`src/rtl/core/dcp_pkg.sv`:
```
package dcp_pkg;

    localparam logic [15:0] K_ONE     = 16'd32768;
    localparam int          DIV_QBITS = 34;

    typedef enum logic [1:0] {
        OP_WRITE = 2'd0,
        OP_READ  = 2'd1,
        OP_PROJ  = 2'd2,
        OP_NOP   = 2'd3
    } opcode_t;

    typedef enum logic [1:0] {
        ST_DONE       = 2'd0,
        ST_FIXED      = 2'd1,
        ST_COINCIDENT = 2'd2
    } status_t;

    typedef enum logic [1:0] {
        MUL_SQ = 2'd0,
        MUL_WK = 2'd1,
        MUL_EW = 2'd2,
        MUL_DS = 2'd3
    } mul_sel_t;

    typedef enum logic [4:0] {
        S_IDLE,
        S_DISP,
        S_WRITE,
        S_RDA,
        S_LDA,
        S_LDB,
        S_DIFF,
        S_SQ,
        S_ACC,
        S_SQRT,
        S_ERR,
        S_CHK,
        S_WK,
        S_EW,
        S_DIVS,
        S_DIVSW,
        S_MD,
        S_DD,
        S_DDW,
        S_WRA,
        S_WRB,
        S_DONE
    } state_t;

    typedef struct packed {
        logic     capture;
        logic     rd_en;
        logic     rd_sel_b;
        logic     load_a;
        logic     load_b;
        logic     wr_en;
        logic     wr_sel_b;
        logic     diff;
        logic     mul_en;
        mul_sel_t mul_sel;
        logic     acc_en;
        logic     sqrt_step;
        logic [4:0] sq_idx;
        logic     err_en;
        logic     set_status;
        status_t  status_val;
        logic     smag_en;
        logic     div_start;
        logic     div_sel_len;
        logic     upd_en;
        logic     part;
        logic [1:0] axis;
        logic     res_load;
    } dcp_cmd_t;

    typedef struct packed {
        opcode_t op;
        logic    both_fixed;
        logic    coincident;
        logic    div_done;
    } dcp_stat_t;

endpackage

```
`src/rtl/core/dcp_ctrl.sv`:
```
module dcp_ctrl (
    input  logic               clk,
    input  logic               rst_n,
    input  logic               in_valid,
    output logic               in_ready,
    output logic               out_valid,
    input  logic               out_ready,
    input  dcp_pkg::dcp_stat_t stat,
    output dcp_pkg::dcp_cmd_t  cmd
);
    import dcp_pkg::*;

    state_t     state_reg, state_next;
    logic [4:0] step_reg, step_next;
    logic       part_reg, part_next;
    logic       out_valid_reg, out_valid_next;

    always_ff @(posedge clk or negedge rst_n)
    begin
        if (!rst_n)
        begin
            state_reg     <= S_IDLE;
            step_reg      <= '0;
            part_reg      <= 1'b0;
            out_valid_reg <= 1'b0;
        end
        else
        begin
            state_reg     <= state_next;
            step_reg      <= step_next;
            part_reg      <= part_next;
            out_valid_reg <= out_valid_next;
        end
    end

    always_comb
    begin
        state_next = state_reg;
        step_next  = step_reg;
        part_next  = part_reg;
        in_ready   = 1'b0;
        cmd        = '0;
        cmd.mul_sel    = MUL_SQ;
        cmd.status_val = ST_DONE;
        cmd.sq_idx     = step_reg;
        cmd.axis       = step_reg[1:0];
        cmd.part       = part_reg;

        case (state_reg)
            S_IDLE:
            begin
                in_ready = 1'b1;
                if (in_valid)
                begin
                    cmd.capture = 1'b1;
                    state_next  = S_DISP;
                end
            end
            S_DISP:
            begin
                case (stat.op)
                    OP_WRITE: state_next = S_WRITE;
                    OP_READ:  state_next = S_RDA;
                    OP_PROJ:  state_next = S_RDA;
                    default:  state_next = S_DONE;
                endcase
            end
            S_WRITE:
            begin
                cmd.wr_en  = 1'b1;
                state_next = S_DONE;
            end
            S_RDA:
            begin
                cmd.rd_en  = 1'b1;
                state_next = S_LDA;
            end
            S_LDA:
            begin
                cmd.load_a = 1'b1;
                if (stat.op == OP_PROJ)
                begin
                    cmd.rd_en    = 1'b1;
                    cmd.rd_sel_b = 1'b1;
                    state_next   = S_LDB;
                end
                else
                    state_next = S_DONE;
            end
            S_LDB:
            begin
                cmd.load_b = 1'b1;
                state_next = S_DIFF;
            end
            S_DIFF:
            begin
                cmd.diff   = 1'b1;
                step_next  = '0;
                state_next = S_SQ;
            end
            S_SQ:
            begin
                cmd.mul_en  = 1'b1;
                cmd.mul_sel = MUL_SQ;
                state_next  = S_ACC;
            end
            S_ACC:
            begin
                cmd.acc_en = 1'b1;
                if (step_reg == 5'd2)
                begin
                    step_next  = 5'd31;
                    state_next = S_SQRT;
                end
                else
                begin
                    step_next  = step_reg + 5'd1;
                    state_next = S_SQ;
                end
            end
            S_SQRT:
            begin
                cmd.sqrt_step = 1'b1;
                if (step_reg == '0)
                    state_next = S_ERR;
                else
                    step_next = step_reg - 5'd1;
            end
            S_ERR:
            begin
                cmd.err_en = 1'b1;
                state_next = S_CHK;
            end
            S_CHK:
            begin
                if (stat.both_fixed)
                begin
                    cmd.set_status = 1'b1;
                    cmd.status_val = ST_FIXED;
                    state_next     = S_DONE;
                end
                else if (stat.coincident)
                begin
                    cmd.set_status = 1'b1;
                    cmd.status_val = ST_COINCIDENT;
                    state_next     = S_DONE;
                end
                else
                begin
                    part_next  = 1'b0;
                    state_next = S_WK;
                end
            end
            S_WK:
            begin
                cmd.mul_en  = 1'b1;
                cmd.mul_sel = MUL_WK;
                state_next  = S_EW;
            end
            S_EW:
            begin
                cmd.mul_en  = 1'b1;
                cmd.mul_sel = MUL_EW;
                state_next  = S_DIVS;
            end
            S_DIVS:
            begin
                cmd.div_start = 1'b1;
                state_next    = S_DIVSW;
            end
            S_DIVSW:
            begin
                if (stat.div_done)
                begin
                    cmd.smag_en = 1'b1;
                    if (part_reg)
                    begin
                        part_next  = 1'b0;
                        step_next  = '0;
                        state_next = S_MD;
                    end
                    else
                    begin
                        part_next  = 1'b1;
                        state_next = S_WK;
                    end
                end
            end
            S_MD:
            begin
                cmd.mul_en  = 1'b1;
                cmd.mul_sel = MUL_DS;
                state_next  = S_DD;
            end
            S_DD:
            begin
                cmd.div_start   = 1'b1;
                cmd.div_sel_len = 1'b1;
                state_next      = S_DDW;
            end
            S_DDW:
            begin
                cmd.div_sel_len = 1'b1;
                if (stat.div_done)
                begin
                    cmd.upd_en = 1'b1;
                    if (step_reg == 5'd2)
                    begin
                        step_next = '0;
                        if (part_reg)
                            state_next = S_WRA;
                        else
                        begin
                            part_next  = 1'b1;
                            state_next = S_MD;
                        end
                    end
                    else
                    begin
                        step_next  = step_reg + 5'd1;
                        state_next = S_MD;
                    end
                end
            end
            S_WRA:
            begin
                cmd.wr_en  = 1'b1;
                state_next = S_WRB;
            end
            S_WRB:
            begin
                cmd.wr_en    = 1'b1;
                cmd.wr_sel_b = 1'b1;
                state_next   = S_DONE;
            end
            S_DONE:
            begin
                // wait only while the previous word is still unclaimed
                if (!out_valid_reg || out_ready)
                begin
                    cmd.res_load = 1'b1;
                    state_next   = S_IDLE;
                end
            end
            default:
            begin
                state_next = S_IDLE;
            end
        endcase

        if (cmd.res_load)
            out_valid_next = 1'b1;
        else if (out_ready)
            out_valid_next = 1'b0;
        else
            out_valid_next = out_valid_reg;
    end

    assign out_valid = out_valid_reg;

endmodule

```
`config.mk`:
```
export PLATFORM = sky130hd
export DESIGN_NAME = dcp_ctrl
export DESIGN_NICKNAME = d
export VERILOG_FILES = /design/src/rtl/core/dcp_pkg.sv /design/src/rtl/core/dcp_ctrl.sv
export SDC_FILE = /design/constraint.sdc
export NUM_CORES = 1
export LEC_CHECK = 0
export BUFFER_PORTS_ARGS = -buffer_cell sky130_fd_sc_hd__clkbuf_2
export CORE_UTILIZATION = 48
export DETAILED_ROUTE_END_ITERATION = 10
export PLACE_DENSITY_LB_ADDON = 0.3
export SYNTH_ARGS = -nofsm -noshare
export SYNTH_HDL_FRONTEND = slang
export SYNTH_SLANG_ARGS = --single-unit
```
`constraint.sdc`:
```
create_clock -name clk -period 2.3 [get_ports clk]
set_input_delay 0.345 -clock clk [delete_from_list [all_inputs] [get_ports clk]]
set_output_delay 0.345 -clock clk [all_outputs]
set_load 0.01 [all_outputs]
```
==> summary.md, run 1 <==
| Metric | Value |
|---|---|
| EDFF count, synth | 0 |
| Diodes inserted | 0 |
| Clock root buffer | clkbuf_4 |
| Gate power share | about three quarters |
| IO Count | between 40 and 50 |
| Final core occ | between 60 and 70% |
| Synth Area per Inst | ~7.2 um2 |
| Port bufs | 40 |
| CP Max Fanout | 21 |
| Initial core utilization | roughly 52% |
| Register area share after synthesis | about a fifth |
| Non-filler cells, final | 281 |
| Placed cell count | about 280 |
| Clock Sink Count | 12 |
| Worst Tran Pin Value | between 0.4 and 0.5 ns |
| Final global-route overflow total | 0 |
| Worst EP required | around 2.0 ns |
| Internal power | between 1 and 1.5 mW |
| Net load switching power | ~1.4 mW |
| Setup ws final | roughly 0.08 ns |
| Worst Setup End Kind | output pin |
| Sw Ratio | ~53% |
| Layout net count | approximately 260 |
| Total global-route track usage | a little over a quarter |
| Post-synthesis cell type count | 57 |
| F_max | between 400 and 500 MHz |
| Endpoints failing hold | 0 |
| Worst Skew | 0.000881 ns |
| Final slew viol count | 0 |
| Yosys reg bits | 12 |
| Vias per cell | ~6.3 |
| Clock power share | 6.5% |
| Peak VDD IR | between 700 and 800 uV |
| Critical path type | flop to output pin |
| Failing checks | design-rule violations |
| Die height | roughly 58 um |
| Clk Latency, worst-skew pair | 0.28 ns |
| Hold WC Path Type | primary input to flop |
| Startpoint Class | flop |
| Post-Route WL | 4170 um |
| GR Util met3 | 5.80% |
| Top_reg_cell synth | dfrtp_1 |
| Clock transition at path regs | roughly 0.070 ns |
| Detailed Routing Iterations Pass 1 | 8 |
| Post-route ant nets | 0 |
| Core Rows | 19 |
| H-tree depth | 1 |
| Area of the die | between 0.003 and 0.004 mm2 |
| Worst-case clock buffer depth | 2 |
| Vias in the first global route | about 1500 |
| DRC | 3 |
| Arrival time of the worst setup path | about 1.9 ns |
| Syn nets | between 200 and 250 |
| Initial antenna violation count | 0 |
| Share of post-route cells with drive strength above 1 | about 30% |
| Synth Warn # | 0 |
| Leak | 0.840 nW |
| Sequential share of power | between 10% and 20% |
| Total negative slack | 0 ns |
| GR Layer Usage met2 | slightly above 40% |
| Post-synthesis instance area | 0.00149 mm2 |
| Total core area | about 0.0029 mm2 |
| GRT busiest layer | met2 |
| Worst hold slack | 0.388 ns |
| Post-Synthesis Cells | about 210 |
| Syn-to-layout area delta | 23.2% |
| Final setup vio count | 0 |
| DR WL/cell | 14.8 um |
| Die width | 57.8 um |
| Met1 global-route usage | a little under two fifths |
| Max-slew headroom | about 70% |
| Fin crit share | 96.6% |
| Minimum clock period | 2.22 ns |
| GPL Wtd Cong | 0.883 |
| Pin count of the biggest net entering global routing | 24 |
| CTS Buf Count | 3 |
| RSZ-0062 raised after global routing | true |
| # Max-Cap Violations | 0 |
| First-pass GRT wire length | 6910 um |
| Detailed placement HPWL | around 3200 um |
| Setup bufs post-CTS | 0 |
| Iter 0 DRT Violations | 106 |
| Power density cells | between 1000 and 1500 mW/mm2 |
| CTS tree | built |
| Via count | 1763 |
| Post-Place Worst Slack | 0.0817 ns |
| Status | finished with violations |
| Post-synth ARST share | 100% |
[logic make-up (layout without fill, tap and decap cells)]
logic type,after synthesis,in the layout,synth area share (%)
xor+xnor,1,1,0.586
mux,3,3,2.18
buf+inv,30,73,9.05
simple gates,88,88,33.0
compound gates,69,69,31.7
flops,12,12,20.1
fa+ha+maj,4,4,3.35
[through the flow]
stage                     total power [mW]  area, um2
final                                 2.57       1840
after global routing                  2.79       1840
after CTS                             2.51       1820
after detailed placement              2.34       1780
after global placement                2.31       1780
after floorplan                       1.74       1500
[layout make-up]
type | count | area (um2)
multi-input combinational | 165 | 1080
fill | 273 | 1010
timing repair buffer | 59 | 345
sequential | 12 | 300
tap | 31 | 38.8
inverter | 10 | 37.5
clock buffer | 4 | 36.3
[placed cells by master, fill, tap and decap left out, types with 3 or more instances in the layout]
cell	count
clkbuf_4	3
buf_4	18
nand2b_1	4
nor2_1	20
o21ai_0	13
dfrtp_1	12
o31ai_1	3
nor2b_1	5
nand3_1	7
nor3_1	8
nor3b_1	3
a211oi_1	6
a22oi_1	3
and3_1	3
o22ai_1	3
inv_1	10
a31oi_1	3
a21oi_1	17
nand2_1	14
clkbuf_2	40
and2_1	5
ha_1	4
[power by group through the flow]
stage	logic [mW]	registers [mW]	clock network [mW]
floorplan	1.32	0.422	0
detailed placement	1.90	0.435	0
finish	1.96	0.434	0.167
global placement	1.88	0.427	0
global route	2.15	0.451	0.187
CTS	1.91	0.431	0.175
[what timing repair did]
item | CTS | global route
endpoints found under the hold margin | 12 | 0
hold buffers | 1 | 0
setup endpoints to repair | 0 | 5
resized for setup | 0 | 5
[critical path, stage by stage (launching register included)]
cell and delay, ns:
dfrtp_1 0.44, buf_4 0.23, or3b_2 0.54, o22ai_1 0.23
clkbuf_2 0.16
[final timing paths]
kind                                    from           to  slack (ns)  cells past startpoint
worst max-delay path            state_reg[3]       cmd[6]        0.08                      4
worst min-delay path               out_ready    out_valid        0.39                      3
worst max register to register  state_reg[2]  step_reg[2]        0.11                      6
worst min register to register     out_valid    out_valid        0.55                      2
max in group asynchronous              rst_n  step_reg[1]        1.58                      2
min in group asynchronous              rst_n     part_reg        0.48                      2
[synthesized netlist by cell type, drive strengths merged (2+ instances only)]
cell,instances,area share (%)
nor2,20,5.0
a21oi,17,5.7
clkbuf,14,3.5
nand2,14,3.5
o21ai,13,4.4
dfrtp,12,20
inv,10,2.5
nor3,10,3.4
nand3,7,2.3
a211oi,6,3.0
buf,6,3.0
and2,5,2.1
nor2b,5,2.1
ha,4,3.4
nand2b,4,1.7
a22oi,3,1.5
a31oi,3,1.3
and3,3,1.3
nor3b,3,1.5
nor4b,3,1.8
o22ai,3,1.3
o31ai,3,1.5
or4b,3,2.3
a21boi,2,1.0
a31o,2,1.2
and4b,2,1.3
mux2,2,1.5
nand4,2,0.84
o21a,2,1.0
o41ai,2,1.2
[metal layers]
| metal | wire length, um | up-vias |
|---|---|---|
| met1 | 1870 | 820 |
| met4 | 51 | 0 |
| met3 | 315 | 6 |
| met2 | 1930 | 77 |
| li1 | - | 860 |
| met5 | 0 | - |
No activity file was read; power rests on OpenSTA's default activity.
==> run 2, diff against run 1 <==
- CORE_UTILIZATION: 48 -> 40
==> run 2 against run 1 <==
The run now ends clean. Design area rose by 2.4%. Routed wire length up 4.3%. Core utilization shrank 10 points. Final cell count rose by 5.3%. Critical endpoint is now step_reg[0]. First-iteration DRC count increased by 0.94%. Non-clock buffer count is the same. Worst setup slack is essentially flat.
==> summary.md, run 2 (same netlist as run 1, synthesis figures left out) <==
| Metric | Value |
|---|---|
| Final setup vio count | 0 |
| Syn-to-layout area delta | 26.2% |
| Final core occ | 54.4% |
| Peak VDD IR | between 500 and 600 uV |
| Detailed placement HPWL | 3290 um |
| H-tree depth | 1 |
| Commonest cells after routing, fill and taps aside | clkbuf_2 (40), nor2_1 (19), buf_4 (18) |
| Core Rows | 21 |
| CTS tree | built |
| Detailed Routing Iterations Pass 1 | 4 |
| Arrival time of the worst setup path | 2.34 ns |
| GPL Wtd Cong | approximately 0.86 |
| Total global-route track usage | between 20% and 30% |
| Diodes inserted | 0 |
| Commonest non-fill, non-tap cell in the layout | clkbuf_2 |
| Internal power | roughly 1.3 mW |
| Area of the die | between 0.003 and 0.004 mm2 |
| Endpoints failing hold | 0 |
| IO Count | 41 |
| Sequential share of power | ~17% |
| Iter 0 DRT Violations | between 100 and 150 |
| Initial antenna violation count | 0 |
| Clock Sink Count | 12 |
| Clock power share | ~9.2% |
| DR WL/cell | between 10 and 15 um |
| Post-Route WL | 4350 um |
| Critical path type | flop to flop |
| Gate power share | around 74% |
| Pin count of the biggest net entering global routing | 24 |
| CTS Buf Count | 3 |
| Die height | ~63 um |
| Die width | 63.1 um |
| Fin crit share | 96.6% |
| Leak | 0.840 nW |
| FF/Latch Area | 302 um2 |
| Sw Ratio | around 52% |
| Worst EP required | about 2.4 ns |
| Clock root buffer | clkbuf_8 |
| Status | complete, no violations |
| Worst Setup End Kind | flop |
| Startpoint Class | flop |
| Vias in the first global route | roughly 1500 |
| Vias per cell | just under 6 |
| Layout net count | about 260 |
| Share of post-route cells with drive strength above 1 | between 30% and 40% |
| CP Max Fanout | 8 |
| Port bufs | 40 |
| Clk Latency, worst-skew pair | between 0.2 and 0.25 ns |
| Max-slew headroom | ~70% |
| FILL cells | approximately 360 |
| First-pass GRT wire length | between 7000 and 8000 um |
| Hold WC Path Type | primary input to flop |
| Power density cells | between 1000 and 1500 mW/mm2 |
| Total negative slack | 0 ns |
| Final slew viol count | 0 |
| Final global-route overflow total | 0 |
| Post-route ant nets | 0 |
| Non-filler cells, final | around 300 |
| Area of the multi-input gates | 0.00109 mm2 |
| Via count | ~1800 |
| Placed cell count | 290 |
| Initial core utilization | between 40% and 50% |
| DRC | 0 |
| Worst Skew | about 0.0058 ns |
| Clock transition at path regs | around 0.060 ns |
| # Max-Cap Violations | 0 |
| Minimum clock period | around 2.2 ns |
| Worst Tran Pin Value | 0.463 ns |
| Net load switching power | about 1.4 mW |
| Total core area | roughly 0.0035 mm2 |
| F_max | approximately 450 MHz |
| Worst-case clock buffer depth | 2 |
==> run 2: per-stage QoR <==
stage	worst slack, ns	power, mW	cell area, um2	hold slack [ns]
global route	-0.00338	2.86	1890	0.447
CTS	0.0506	2.56	1850	0.410
floorplan	0.0904	1.74	1500	0.0494
finish	0.0780	2.62	1890	0.403
global placement	0.0904	2.31	1790	0.252
detailed placement	0.0654	2.31	1790	0.259
==> run 2: area by class of cell <==
class / count / share of cell area (%)
Tap cell: 46 / 3.05
Inverter: 10 / 1.99
Clock buffer: 4 / 2.92
Multi-Input combinational cell: 165 / 57.7
Timing Repair Buffer: 59 / 18.3
Sequential cell: 12 / 16.0
==> run 2: worst max-delay path, stage by stage, from the launching register on <==
cell and delay [ns]:
dfrtp_2 0.46, or4b_4 0.53, a211o_1 0.33, a311oi_4 0.33, buf_4 0.18, a21boi_0 0.17
mux2i_1 0.10
==> run 2: repair_timing <==
action	4_1_cts	5_1_grt
buffers inserted	0	1
hold buffers	1	0
resized for setup	0	6
hold endpoints to repair	7	0
endpoints found under the setup margin	0	9
==> run 2: final timing paths <==
kind | startpoint | endpoint | slack, ns | cells after the start
min in group asynchronous | rst_n | part_reg | 0.53 | 2
worst min-delay path | out_ready | out_valid | 0.40 | 3
worst max-delay path | state_reg[2] | step_reg[0] | 0.08 | 6
worst max register to register | state_reg[2] | step_reg[0] | 0.08 | 6
max in group asynchronous | rst_n | state_reg[2] | 1.49 | 2
worst min register to register | out_valid | out_valid | 0.53 | 2
==> run 2: power by group through the flow <==
stage,clock [mW],sequential [mW],combinational [mW]
floorplan,0,0.422,1.32
global placement,0,0.438,1.87
detailed placement,0,0.446,1.87
CTS,0.242,0.443,1.87
global route,0.255,0.472,2.14
finish,0.242,0.451,1.93
==> run 2: layer usage <==
metal | vias up | wire, um | global-route usage, %
li1 | 861 | - | -
met1 | 820 | 2060 | 34.3
met2 | 77 | 1890 | 32.3
met3 | 8 | 312 | 3.99
met4 | 0 | 82 | 6.98
met5 | - | 0 | 0
==> run 3, diff against run 2 <==
- PLACE_DENSITY: not set -> 0.66
- PLACE_DENSITY_LB_ADDON: 0.3 -> not set
==> run 3 against run 2 <==
First-iteration DRC count rose by 12%. Worst setup slack lost 0.0089 ns. Via count decreased by 1.9%. Sequential share of layout area rose by 0.19 points. Final cell count is 0.68% lower. Highest routed layer unchanged. Clock-buffer cell count decreased by 1. Critical path type unchanged.
==> summary.md, run 3 (same netlist as run 1, synthesis figures left out) <==
| Metric | Value |
|---|---|
| Hold WC Path Type | primary input to flop |
| Critical path type | flop to flop |
| Initial antenna violation count | 0 |
| Peak VDD IR | 659 uV |
| Hold EP | out_valid |
| CTS tree | built |
| Arrival time of the worst setup path | around 2.4 ns |
| CP Max Fanout | 5 |
| Commonest non-fill, non-tap cell in the layout | clkbuf_2 |
| Clock root buffer | clkbuf_8 |
| R2R Setup Slk | between 0.06 and 0.07 ns |
| Startpoint Class | flop |
| Clock Sink Count | 12 |
| Final core occ | between 50% and 60% |
| Final global-route overflow total | 0 |
| Min-delay src | out_ready |
| Final setup vio count | 0 |
| IO Count | 41 |
| Final slew viol count | 0 |
| Worst Skew | around 0.0006 ns |
| F_max | ~450 MHz |
| FILL cells | about 360 |
| Port bufs | 40 |
| Iter 0 DRT Violations | 120 |
| Vias per cell | 5.89 |
| Detailed Routing Iterations Pass 1 | 4 |
| Clk Latency, worst-skew pair | between 0.2 and 0.25 ns |
| DRC | 0 |
| H-tree depth | 1 |
| First-pass GRT wire length | 6800 um |
| Leak | 0.833 nW |
| DR WL/cell | about 14 um |
| Commonest cells after routing, fill and taps aside | clkbuf_2 (40), nor2_1 (20), a21oi_1 (17), buf_4 (17), nand2_1 (14) |
| Non-filler cells, final | between 200 and 300 |
| GPL Wtd Cong | roughly 0.86 |
| # Max-Cap Violations | 0 |
| Max-slew headroom | approximately two thirds |
| Area of the die | about 0.004 mm2 |
| Diodes inserted | 0 |
| Endpoints failing hold | 0 |
| RSZ-0062 raised after global routing | true |
| Core Rows | 21 |
| FF-to-FF End | state_reg[1] |
| Total global-route track usage | approximately 22% |
| Placed cell count | slightly below 300 |
| Pin count of the biggest net entering global routing | 24 |
| CTS Buf Count | 3 |
| Worst hold path depth | 3 |
| Detailed placement HPWL | approximately 3200 um |
| Worst R2R Path Depth | 7 |
| Worst hold slack | roughly 0.43 ns |
| Post-route ant nets | 0 |
| Vias in the first global route | ~1400 |
| Worst-case clock buffer depth | 2 |
| Minimum clock period | about 2.2 ns |
| Fin crit share | approximately 97% |
| Via count | 1732 |
| Pwr Total | 2.56 mW |
| Reg-to-reg startpoint | step_reg[0] |
| Die width | 63.1 um |
| Initial core utilization | a little over two fifths |
| Layout net count | approximately 260 |
| Total core area | between 0.003 and 0.004 mm2 |
| Status | complete, no violations |
| Area post-placement | approximately 0.0018 mm2 |
| Worst Tran Pin Value | approximately 0.47 ns |
| Clock transition at path regs | ~0.050 ns |
| Setup bufs post-CTS | 0 |
| Syn-to-layout area delta | 24.2% |
| Worst EP required | roughly 2.4 ns |
| Post-Route WL | 4140 um |
| Die height | approximately 63 um |
| Worst Setup End Kind | flop |
| Share of post-route cells with drive strength above 1 | 28.6% |
| Power density cells | 1380 mW/mm2 |
| Final instance area | between 0.0015 and 0.002 mm2 |
run 3: metrics by stage:
| step | setup slack [ns] | TNS (ns) |
|---|---|---|
| after CTS | 0.0565 | 0 |
| after detailed placement | -0.0497 | -0.0497 |
| after global routing | -0.0357 | -0.0357 |
| after floorplan | 0.0904 | 0 |
| final | 0.0691 | 0 |
| after global placement | -0.0379 | -0.0379 |
run 3: area by class of cell:
cell class	count	area, um2	area share (%)
Timing Repair Buffer	58	338	18.2
Sequential cell	12	300	16.2
Tap cell	46	57.6	3.10
Multi-Input combinational cell	165	1080	58.3
Inverter	10	37.5	2.02
Clock buffer	3	41.3	2.23
run 3: layer usage:
layer	track usage (%)	share of wire (%)
met5	0	0
met4	6.10	1.2
met3	4.17	8.4
met2	31.7	44
met1	31.9	47
run 3: worst max-delay path by stage:
stage | cells past startpoint | startpoint | to | slack, ns
2_1_floorplan | 6 | state_reg[2] | step_reg[4] | 0.09
3_3_place_gp | 7 | step_reg[0] | state_reg[1] | -0.04
3_5_place_dp | 7 | step_reg[0] | state_reg[1] | -0.05
4_1_cts | 7 | step_reg[0] | state_reg[1] | 0.06
5_1_grt | 7 | step_reg[0] | state_reg[1] | -0.04
6_report | 7 | step_reg[0] | state_reg[1] | 0.07
run 3: power by group:
part           total [mW]  switching, mW  internal, mW
Clock               0.187         0.0724         0.115
Sequential          0.450          0.140         0.310
Combinational        1.92           1.13         0.792
run 3: what timing repair did:
| action | CTS | global route |
|---|---|---|
| pin swaps | 0 | 0 |
| resized for setup | 1 | 2 |
| endpoints found under the hold margin | 12 | 0 |
| setup endpoints to repair | 1 | 2 |
| cloned | 0 | 0 |
| hold buffers | 1 | 0 |
run 3: worst max-delay path: stages, from the launching register on:
cell	delay [ns]
dfrtp_1	0.37
inv_1	0.10
ha_1	0.25
or4b_2	0.67
nor3_4	0.20
and2_1	0.15
a2111oi_0	0.05
o31ai_1	0.32
